==> src/design/tef_pkg.sv <==
`default_nettype none
// ----------------------------------------------------------------------------
// tef_pkg
// Shared types and character codes for the calendar text escape and fold unit.
// ----------------------------------------------------------------------------
package tef_pkg;

  localparam int PosW             = 7;
  localparam int FoldPeriodDefault = 77;
  localparam int RunDepth         = 4;
  localparam int RunIdxW          = 2;

  localparam logic [7:0] ChBackslash = 8'h5c;
  localparam logic [7:0] ChSemicolon = 8'h3b;
  localparam logic [7:0] ChComma     = 8'h2c;
  localparam logic [7:0] ChNewline   = 8'h0a;
  localparam logic [7:0] ChLetterN   = 8'h6e;
  localparam logic [7:0] ChSpace     = 8'h20;

  typedef struct packed {
    logic [7:0] in_byte;
    logic       start_of_text;
  } in_item_t;

  typedef struct packed {
    logic [7:0] out_byte;
    logic       last_of_run;
  } out_item_t;

  typedef struct packed {
    logic [RunDepth-1:0][7:0] bytes;
    logic [RunIdxW-1:0]       last_idx;
  } run_t;

endpackage
`default_nettype wire

==> src/design/ical_text_escape_fold_unit.sv <==
`default_nettype none
// ----------------------------------------------------------------------------
// ical_text_escape_fold_unit
// Escapes calendar text bytes and folds the output stream into lines.
// ----------------------------------------------------------------------------
//  channel | handshake           | payload
//  --------+---------------------+-----------------------------------------
//  in      | in_valid / in_stall | in_data  : in_byte, start_of_text
//  out     | out_valid/out_stall | out_data : out_byte, last_of_run
//
//  A request gives 1 to 4 output bytes, one per cycle while out_stall is low.
//  An accepted request passes through the request register, then the result
//  register, before its first byte appears. The next request is built while
//  the previous run drains.
//  Reset clears the position counter and both valid flags.
//  out_stall holds the current byte; in_stall rises once the request
//  register is full and the result register cannot take a new run.
// ----------------------------------------------------------------------------
module ical_text_escape_fold_unit
  import tef_pkg::*;
#(
  parameter int FOLD_PERIOD = FoldPeriodDefault
) (
  input  wire logic      clk,
  input  wire logic      rst,
  input  wire logic      in_valid,
  output logic           in_stall,
  input  wire in_item_t  in_data,
  output logic           out_valid,
  input  wire logic      out_stall,
  output out_item_t      out_data
);

  logic run_free;
  logic run_load;
  run_t run_next;

  tef_fold #(
    .FOLD_PERIOD(FOLD_PERIOD)
  ) u_fold (
    .clk      (clk),
    .rst      (rst),
    .in_valid (in_valid),
    .in_stall (in_stall),
    .in_data  (in_data),
    .run_free (run_free),
    .run_load (run_load),
    .run_next (run_next)
  );

  tef_serial u_serial (
    .clk       (clk),
    .rst       (rst),
    .run_load  (run_load),
    .run_next  (run_next),
    .run_free  (run_free),
    .out_valid (out_valid),
    .out_stall (out_stall),
    .out_data  (out_data)
  );

endmodule
`default_nettype wire

==> src/design/tef_fold.sv <==
`default_nettype none
// ----------------------------------------------------------------------------
// tef_fold
// Request register, output position counter and escape/fold run builder.
// ----------------------------------------------------------------------------
module tef_fold
  import tef_pkg::*;
#(
  parameter int FOLD_PERIOD = FoldPeriodDefault
) (
  input  wire logic     clk,
  input  wire logic     rst,
  input  wire logic     in_valid,
  output logic          in_stall,
  input  wire in_item_t in_data,
  input  wire logic     run_free,
  output logic          run_load,
  output run_t          run_next
);

  localparam logic [PosW-1:0] FoldSlot = PosW'(FOLD_PERIOD - 2);
  localparam logic [PosW:0]   Period   = (PosW + 1)'(FOLD_PERIOD);

  in_item_t        req;
  logic            req_full;
  logic [PosW-1:0] position;
  logic [PosW-1:0] position_next;

  function automatic logic [PosW-1:0] adv(input logic [PosW-1:0] p);
    logic [PosW:0] s;
    s = {1'b0, p} + (PosW + 1)'(1);
    return (s >= Period) ? '0 : s[PosW-1:0];
  endfunction

  assign run_load = req_full && run_free;
  assign in_stall = req_full && !run_load;

  always_ff @(posedge clk) begin
    if (rst) begin
      req_full <= 1'b0;
      position <= '0;
    end else begin
      if (in_valid && !in_stall) begin
        req_full <= 1'b1;
      end else if (run_load) begin
        req_full <= 1'b0;
      end
      if (run_load) begin
        position <= position_next;
      end
    end
  end

  always_ff @(posedge clk) begin
    if (in_valid && !in_stall) begin
      req <= in_data;
    end
  end

  always_comb begin
    logic [PosW-1:0] p;
    logic [7:0]      d0;
    logic [7:0]      d1;
    logic            two;
    logic [2:0]      n;
    p   = req.start_of_text ? '0 : position;
    two = 1'b1;
    d1  = req.in_byte;
    d0  = ChBackslash;
    unique case (req.in_byte)
      ChBackslash, ChSemicolon, ChComma: d1 = req.in_byte;
      ChNewline:                         d1 = ChLetterN;
      default: begin
        two = 1'b0;
        d0  = req.in_byte;
      end
    endcase
    n = '0;
    run_next.bytes = '0;
    if (p == FoldSlot) begin
      run_next.bytes[n[RunIdxW-1:0]] = ChNewline;
      n = n + 3'd1;
      run_next.bytes[n[RunIdxW-1:0]] = ChSpace;
      n = n + 3'd1;
      p = adv(adv(p));
    end
    run_next.bytes[n[RunIdxW-1:0]] = d0;
    n = n + 3'd1;
    p = adv(p);
    if (two) begin
      if (p == FoldSlot) begin
        run_next.bytes[n[RunIdxW-1:0]] = ChNewline;
        n = n + 3'd1;
        run_next.bytes[n[RunIdxW-1:0]] = ChSpace;
        n = n + 3'd1;
        p = adv(adv(p));
      end
      run_next.bytes[n[RunIdxW-1:0]] = d1;
      n = n + 3'd1;
      p = adv(p);
    end
    run_next.last_idx = RunIdxW'(n - 3'd1);
    position_next     = p;
  end

endmodule
`default_nettype wire

==> src/design/tef_serial.sv <==
`default_nettype none
// ----------------------------------------------------------------------------
// tef_serial
// Result register: holds one run and sends it one byte per cycle while out_stall is low.
// ----------------------------------------------------------------------------
module tef_serial
  import tef_pkg::*;
(
  input  wire logic  clk,
  input  wire logic  rst,
  input  wire logic  run_load,
  input  wire run_t  run_next,
  output logic       run_free,
  output logic       out_valid,
  input  wire logic  out_stall,
  output out_item_t  out_data
);

  run_t               run;
  logic               run_valid;
  logic [RunIdxW-1:0] idx;
  logic               take;
  logic               at_last;

  assign at_last  = (idx == run.last_idx);
  assign take     = run_valid && !out_stall;
  assign run_free = !run_valid || (take && at_last);

  assign out_valid            = run_valid;
  assign out_data.out_byte    = run.bytes[idx];
  assign out_data.last_of_run = at_last;

  always_ff @(posedge clk) begin
    if (rst) begin
      run_valid <= 1'b0;
      idx       <= '0;
    end else if (run_load) begin
      run_valid <= 1'b1;
      idx       <= '0;
    end else if (take) begin
      if (at_last) begin
        run_valid <= 1'b0;
      end else begin
        idx <= idx + RunIdxW'(1);
      end
    end
  end

  always_ff @(posedge clk) begin
    if (run_load) begin
      run <= run_next;
    end
  end

endmodule
`default_nettype wire
==> config.mk <==
export PLATFORM = sky130hd
export DESIGN_NAME = ical_text_escape_fold_unit
export DESIGN_NICKNAME = d
export VERILOG_FILES = /design/src/design/tef_pkg.sv /design/src/design/ical_text_escape_fold_unit.sv /design/src/design/tef_fold.sv /design/src/design/tef_serial.sv
export SDC_FILE = /design/constraint.sdc
export NUM_CORES = 1
export LEC_CHECK = 0
export ABC_AREA = 1
export ABC_CLOCK_PERIOD_IN_PS = 12950
export BUFFER_PORTS_ARGS = -buffer_cell sky130_fd_sc_hd__buf_2
export CORE_UTILIZATION = 25
export CTS_BUF_LIST = sky130_fd_sc_hd__clkbuf_8 sky130_fd_sc_hd__clkbuf_16
export CTS_CLUSTER_DIAMETER = 30
export DETAILED_ROUTE_END_ITERATION = 6
export PLACE_DENSITY = 0.4
export SYNTH_ARGS = -nofsm -noshare
export SYNTH_HDL_FRONTEND = slang
export SYNTH_HIERARCHICAL = 1
export SYNTH_SLANG_ARGS = --single-unit
export TNS_END_PERCENT = 30
==> constraint.sdc <==
create_clock -name clk -period 12.95 [get_ports clk]
set_input_delay 2.59 -clock clk [delete_from_list [all_inputs] [get_ports clk]]
set_output_delay 2.59 -clock clk [all_outputs]
set_load 0.01 [all_outputs]
# ---- Word level (Yosys, flattened, before mapping)
# Cells that the tools add are included.
dict set report op_classes {
  n_addsub 12
  magnitude_cmp 15
  n_eq_ne 7
  mux 39
  bitwise_logic 7
  n_reduce_logical 21
}
# operator count
set op_table {}
lappend op_table {{$mux 32} 3}
lappend op_table {{$mux 7} 11}
lappend op_table {{$bwmux 32} 2}
lappend op_table {{$demux 8 s2} 4}
lappend op_table {{$mux 8} 7}
lappend op_table {{$add 7x1->8 const B} 6}
lappend op_table {{$ge 8x7->1 const B} 6}
lappend op_table {{$and 28x28->28} 1}
lappend op_table {{$not 28->28} 1}
lappend op_table {{$and 24x24->24} 1}
lappend op_table {{$not 24->24} 1}
lappend op_table {{$bmux 8 s2} 1}
lappend op_table {{$eq 8x6->1 const B} 2}
lappend op_table {{$lt 2x3->1 const B} 5}
lappend op_table {{$eq 7x7->1 const B} 2}
lappend op_table {{$mux 14} 1}
lappend op_table {{$add 2x1->2 const B} 5}
lappend op_table {{$logic_and 1x1->1} 9}
lappend op_table {{$eq 8x4->1 const B} 1}
lappend op_table {{$eq 8x7->1 const B} 1}
lappend op_table {{$ge 2x1->1 const B} 4}
lappend op_table {{$mux 2} 4}
lappend op_table {{$or 8x8->8} 1}
lappend op_table {{$mux 1} 6}
lappend op_table {{other kinds (10)} 16}
dict set report word_totals {
  ff_bits 54
  inputBits 13
  word_cells 112
}

# ---- Longest topological paths before layout
dict set report depth {
  ltp_word 23
  depth_mapped 64
}

# ---- Cells and area by module
# Netlist, hierarchy kept.
# module instances cells_per_inst area_per_inst_um2 seq_area_each_um2
set by_module_without_submodules {}
lappend by_module_without_submodules {tef_fold 1 422 2539.9 430.4}
lappend by_module_without_submodules {tef_serial 1 110 1472.7 1081.0}

# ---- Worst setup path before layout
# Ideal clock, no wire load.
dict set report synth_path {
  path_type {reg-to-reg}
  start {reg u_fold/req[0] (netlist bit)}
  end {reg u_fold.position[6]}
  setup_ps 71
  arrival_ps 6380
  required_ps 12879
  setup_slack_ps 6499
  path_stages_with_launch 55
  period_less_slack_ps 6451
  cell_sequence {edfxtp_1 > inv_2 > nand2_1 > inv_1 > ha_1 > nand3_2 > nor2_2 > xor2_2 > nand2_2 > nand2_1 > nor2_1 > ha_1 > nand4_1 > nand2_1 > nor2_1 > nand2_1 > nand3_2 > nand2_2 > (+19 left out) > inv_1 > nor2_1 > ha_1 > inv_1 > o311ai_0 > nand2_1 > nor2_2 > nand2_2 > nand2_1 > nand2_1 > nand2_1 > ha_1 > inv_1 > o21ai_0 > inv_1 > nor2_1 > nand2_2 > a21oi_2}
}
dict set report synth_via {
  elab_chain_cells 23
  elab_cells_between_ends 25
  cone_classes {6 x add/sub; 6 x order compare; 2 x eq/ne; 11 x mux}
}
# element line_no
set synth_rtl {}
lappend synth_rtl {{start, declared} tef_fold.sv:24} ;# in_item_t req;
lappend synth_rtl {{start signal, assigned} tef_fold.sv:56} ;# req <= in_data;
lappend synth_rtl {{$mux 7 *} tef_fold.sv:66} ;# p = req.start_of_text ? '0 : position;
lappend synth_rtl {{$add 7x1->8} tef_fold.sv:31} ;# s = {1'b0, p} + (PosW + 1)'(1);
lappend synth_rtl {{$ge 8x7->1} tef_fold.sv:32} ;# return (s >= Period) ? '0 : s[PosW-1:0];
lappend synth_rtl {{$mux 7} tef_fold.sv:32}
lappend synth_rtl {{$add 7x1->8} tef_fold.sv:31}
lappend synth_rtl {{$ge 8x7->1} tef_fold.sv:32}
lappend synth_rtl {{$mux 7} tef_fold.sv:32}
lappend synth_rtl {{$mux 7 *} tef_fold.sv:80} ;# if (p == FoldSlot) begin
lappend synth_rtl {{(+7 left out)} --}
lappend synth_rtl {{$ge 8x7->1} tef_fold.sv:32}
lappend synth_rtl {{$mux 7} tef_fold.sv:32}
lappend synth_rtl {{$mux 7} tef_fold.sv:91} ;# if (p == FoldSlot) begin
lappend synth_rtl {{$mux 7} tef_fold.sv:90} ;# if (two) begin
lappend synth_rtl {{$add 7x1->8} tef_fold.sv:31}
lappend synth_rtl {{$ge 8x7->1} tef_fold.sv:32}
lappend synth_rtl {{$mux 7} tef_fold.sv:32}
lappend synth_rtl {{$mux 7 *} tef_fold.sv:90}
lappend synth_rtl {{end signal, assigned} tef_fold.sv:49} ;# position <= position_next;
lappend synth_rtl {{end, declared} tef_fold.sv:26} ;# logic [PosW-1:0] position;
# Every way passes the cells marked *; elsewhere a longest branch is shown, timed or not. The select of a mux whose other input is x is not followed.
# A chain may end at the register's enable or synchronous reset.

# ---- Final worst setup path
# Same ends and word-level chain as after synthesis.

==> out/qor.yml <==
status:
  status: "completed"
setup_path:
  arrival_ps: 7830
  cp.required_ps: 13170
  worstPathMaxFanout: 10
  endpoint_kind: "register"
  worstSetupStartpoint: "u_fold/req[0]$_DFFE_PP_"
  regToRegStartpoint: "u_fold/req[0]$_DFFE_PP_"
  rr_worst_depth: 57
  slowest_delay_ps: 490
  crit_type: "reg2reg"
  crit_top_cell: "nand2_1"
  critPathSlowestCell: "edfxtp_1"
  critPathLaunchType: "register"
cells_and_area:
  finalNonFillerCells: 762
  antenna_cells: 0
  fin_util: 0.2903
  syn_to_final_growth_pct: 11.63
  drive_gt1_frac: 0.1906
  final_nets: 579
  post-route-cell-area_um2: 4479
floorplanning:
  die_x_um: 128.7
  die_h_um: 128.7
  die_area_um2: 16560
  placementRows: 45
  core_area_um2: 15430
  ios: 24
  initial_core_util: 0.2601
timing:
  rsz0062_at_grt: "no"
  setup_violations: 0
  slew_headroom: 0.4241
  slew_violations: 0
  fin_setup_tns_ps: 0
  finalCritPeriodShare: 0.5879
  skew_ps: 4.658
  worstMarginPinSlew_ps: 856.7
  hold_violations: 0
  period_minus_slack_ps: 7613
  fmax_ghz: 0.1314
global_route:
  gr-total-overflow: 0
  grt_start_max_net_pins: 50
  grt_pass1_wl_mm: 16.26
  grt_antenna_before_repair: 0
  grt_util_all_layers: 0.1242
  grt_pass1_vias: 3213
logic_synthesis:
  synth-seq-cells: 54
  syn_area_um2: 4013
  ys_types: 40
  synth_most_common_cell: "nor2_1"
  synthTopCellsByArea: "edfxtp_1, nor2_1, nand2_1"
  synth_top_area_share: 0.3218
  synthTopCellsByCount: "nor2_1, nand2_1, inv_1, edfxtp_1, o21ai_0"
  ys_seq_area_frac: 0.3767
  avgSynthCellArea_um2: 7.542
  async_reset_ff_frac: 0
  synth-edff-count: 43
  synthFlopType: "edfxtp_1"
  synthCells: 532
  synth_top_area_cell: "edfxtp_1"
  ys_warn_count: 6
hold_path:
  hold_class: "reg2reg"
  holdPathStages: 2
  min_from: "u_fold/req_full$_SDFFE_PP0P_"
placement:
  dp.final_hpwl_mm: 7.579
  port_buffers: 23
  dp.cells: 754
  post_dp_cell_area_um2: 4307
  place_congestion: 0.8139
pwr:
  p_leak_nw: 2.134
  powerDensity_nw_per_um2: 94.01
  power_uw: 421.1
  irDropWorstVdd_uv: 45.82
detailed_routing:
  remaining_drc_errors: 0
  drt_iter0_drc: 203
  ant_nets: 0
  firstDrtPassIters: 5
  wl_per_cell_um: 12.88
  vias: 3322
  via_per_inst: 4.360
  totalWireLength_mm: 9.812
cts:
  cts_resized: 0
  htreeDepth: 2
  clk_pin_slew_ps: 70
  cts_tree: "yes"
  cts_hold_buffers: 0
  cts_buffer_depth: 2
  clk_latency_ps: 290
  cts_made_buffers: 5
  cts_setup_buffers: 0
  clock-sinks: 54
  cts_root_buf: "clkbuf_16"
job:
  cap_violations: 0
[logic make-up (layout without fill, tap and decap cells)]
family                   Yosys count  after routing  synth area share
AND/OR/NAND/NOR                  273            273            0.3421
buffers and inverters            110            128            0.1138
other                              1              2         0.0009346
flip-flops                        54             54            0.3767
adder cells (fa/ha/maj)           16             16           0.04989
AO/OA/AOI/OAI                     75             75            0.1082
XOR/XNOR                           3              3          0.008421
[stage by stage]
step / hold slack [ps] / setup WS, ps
2_1_floorplan: 454.8 / 6499
3_3_place_gp: 477.8 / 5561
3_5_place_dp: 500.0 / 5340
4_1_cts: 511.7 / 5333
5_1_grt: 549.0 / 4332
6_report: 502.7 / 5337
[metal layers]
layer | global-route usage | part of all wire
met3 | 0.01497 | 0.025
met5 | 0 | 0
met4 | 0.03045 | 0.0092
met2 | 0.2118 | 0.48
met1 | 0.1663 | 0.49
[cell usage in the layout, fill, tap and decap left out, types with 3 or more instances in the layout]
master     instances
nor2_2             4
nor2_1            89
nor3_1             4
inv_1             85
dfxtp_1           11
edfxtp_1          43
a21oi_2            7
nand4_1           13
nor2_4             3
nand3_2            9
clkbuf_16          5
o21ai_0           35
nand2_1           85
o21ai_1            4
o22ai_1            8
ha_1              16
buf_2             23
o211ai_1           3
nand2_2           23
nand3_1           25
inv_2             12
nand2_4            9
a21oi_1           13
[registers in the layout, summed over array words and instances (netlist names)]
name and count:
u_serial/run 34, u_serial/out_valid 1, u_serial/idx 2, u_fold/position 7, u_fold/req_full 1, u_fold/req 9
[worst max-delay path, delay by kind of cell (launching register included)]
kind	cells	cell delay [ps]
simple gates	40	4210
fa+ha+maj	6	1380
compound gates	3	850
buf+inv	8	640
flops	1	490
[final cells by class]
class                   count  area, um2
multi-input cells         369       2048
well taps                 211      264.0
inverters                  96      360.3
clock buffers               6      138.9
clock inverters             2      33.78
flip-flops and latches     54       1511
repair buffers             24      122.6
fillers                  1687      10950
[power by group]
part | total (mW) | switching, mW | internal (mW)
Sequential | 0.202 | 0.00575 | 0.197
Combinational | 0.0657 | 0.0452 | 0.0205
Clock | 0.153 | 0.0571 | 0.0958
[final timing paths]
path	slack [ps]	end
worst min register to register	500	u_fold/req_full$_SDFFE_PP0P_
worst min-delay path	500	u_fold/req_full$_SDFFE_PP0P_
worst max register to register	5340	u_fold/position[6]$_SDFFE_PP0P_
worst max-delay path	5340	u_fold/position[6]$_SDFFE_PP0P_
(Power assumes the default switching activity.)
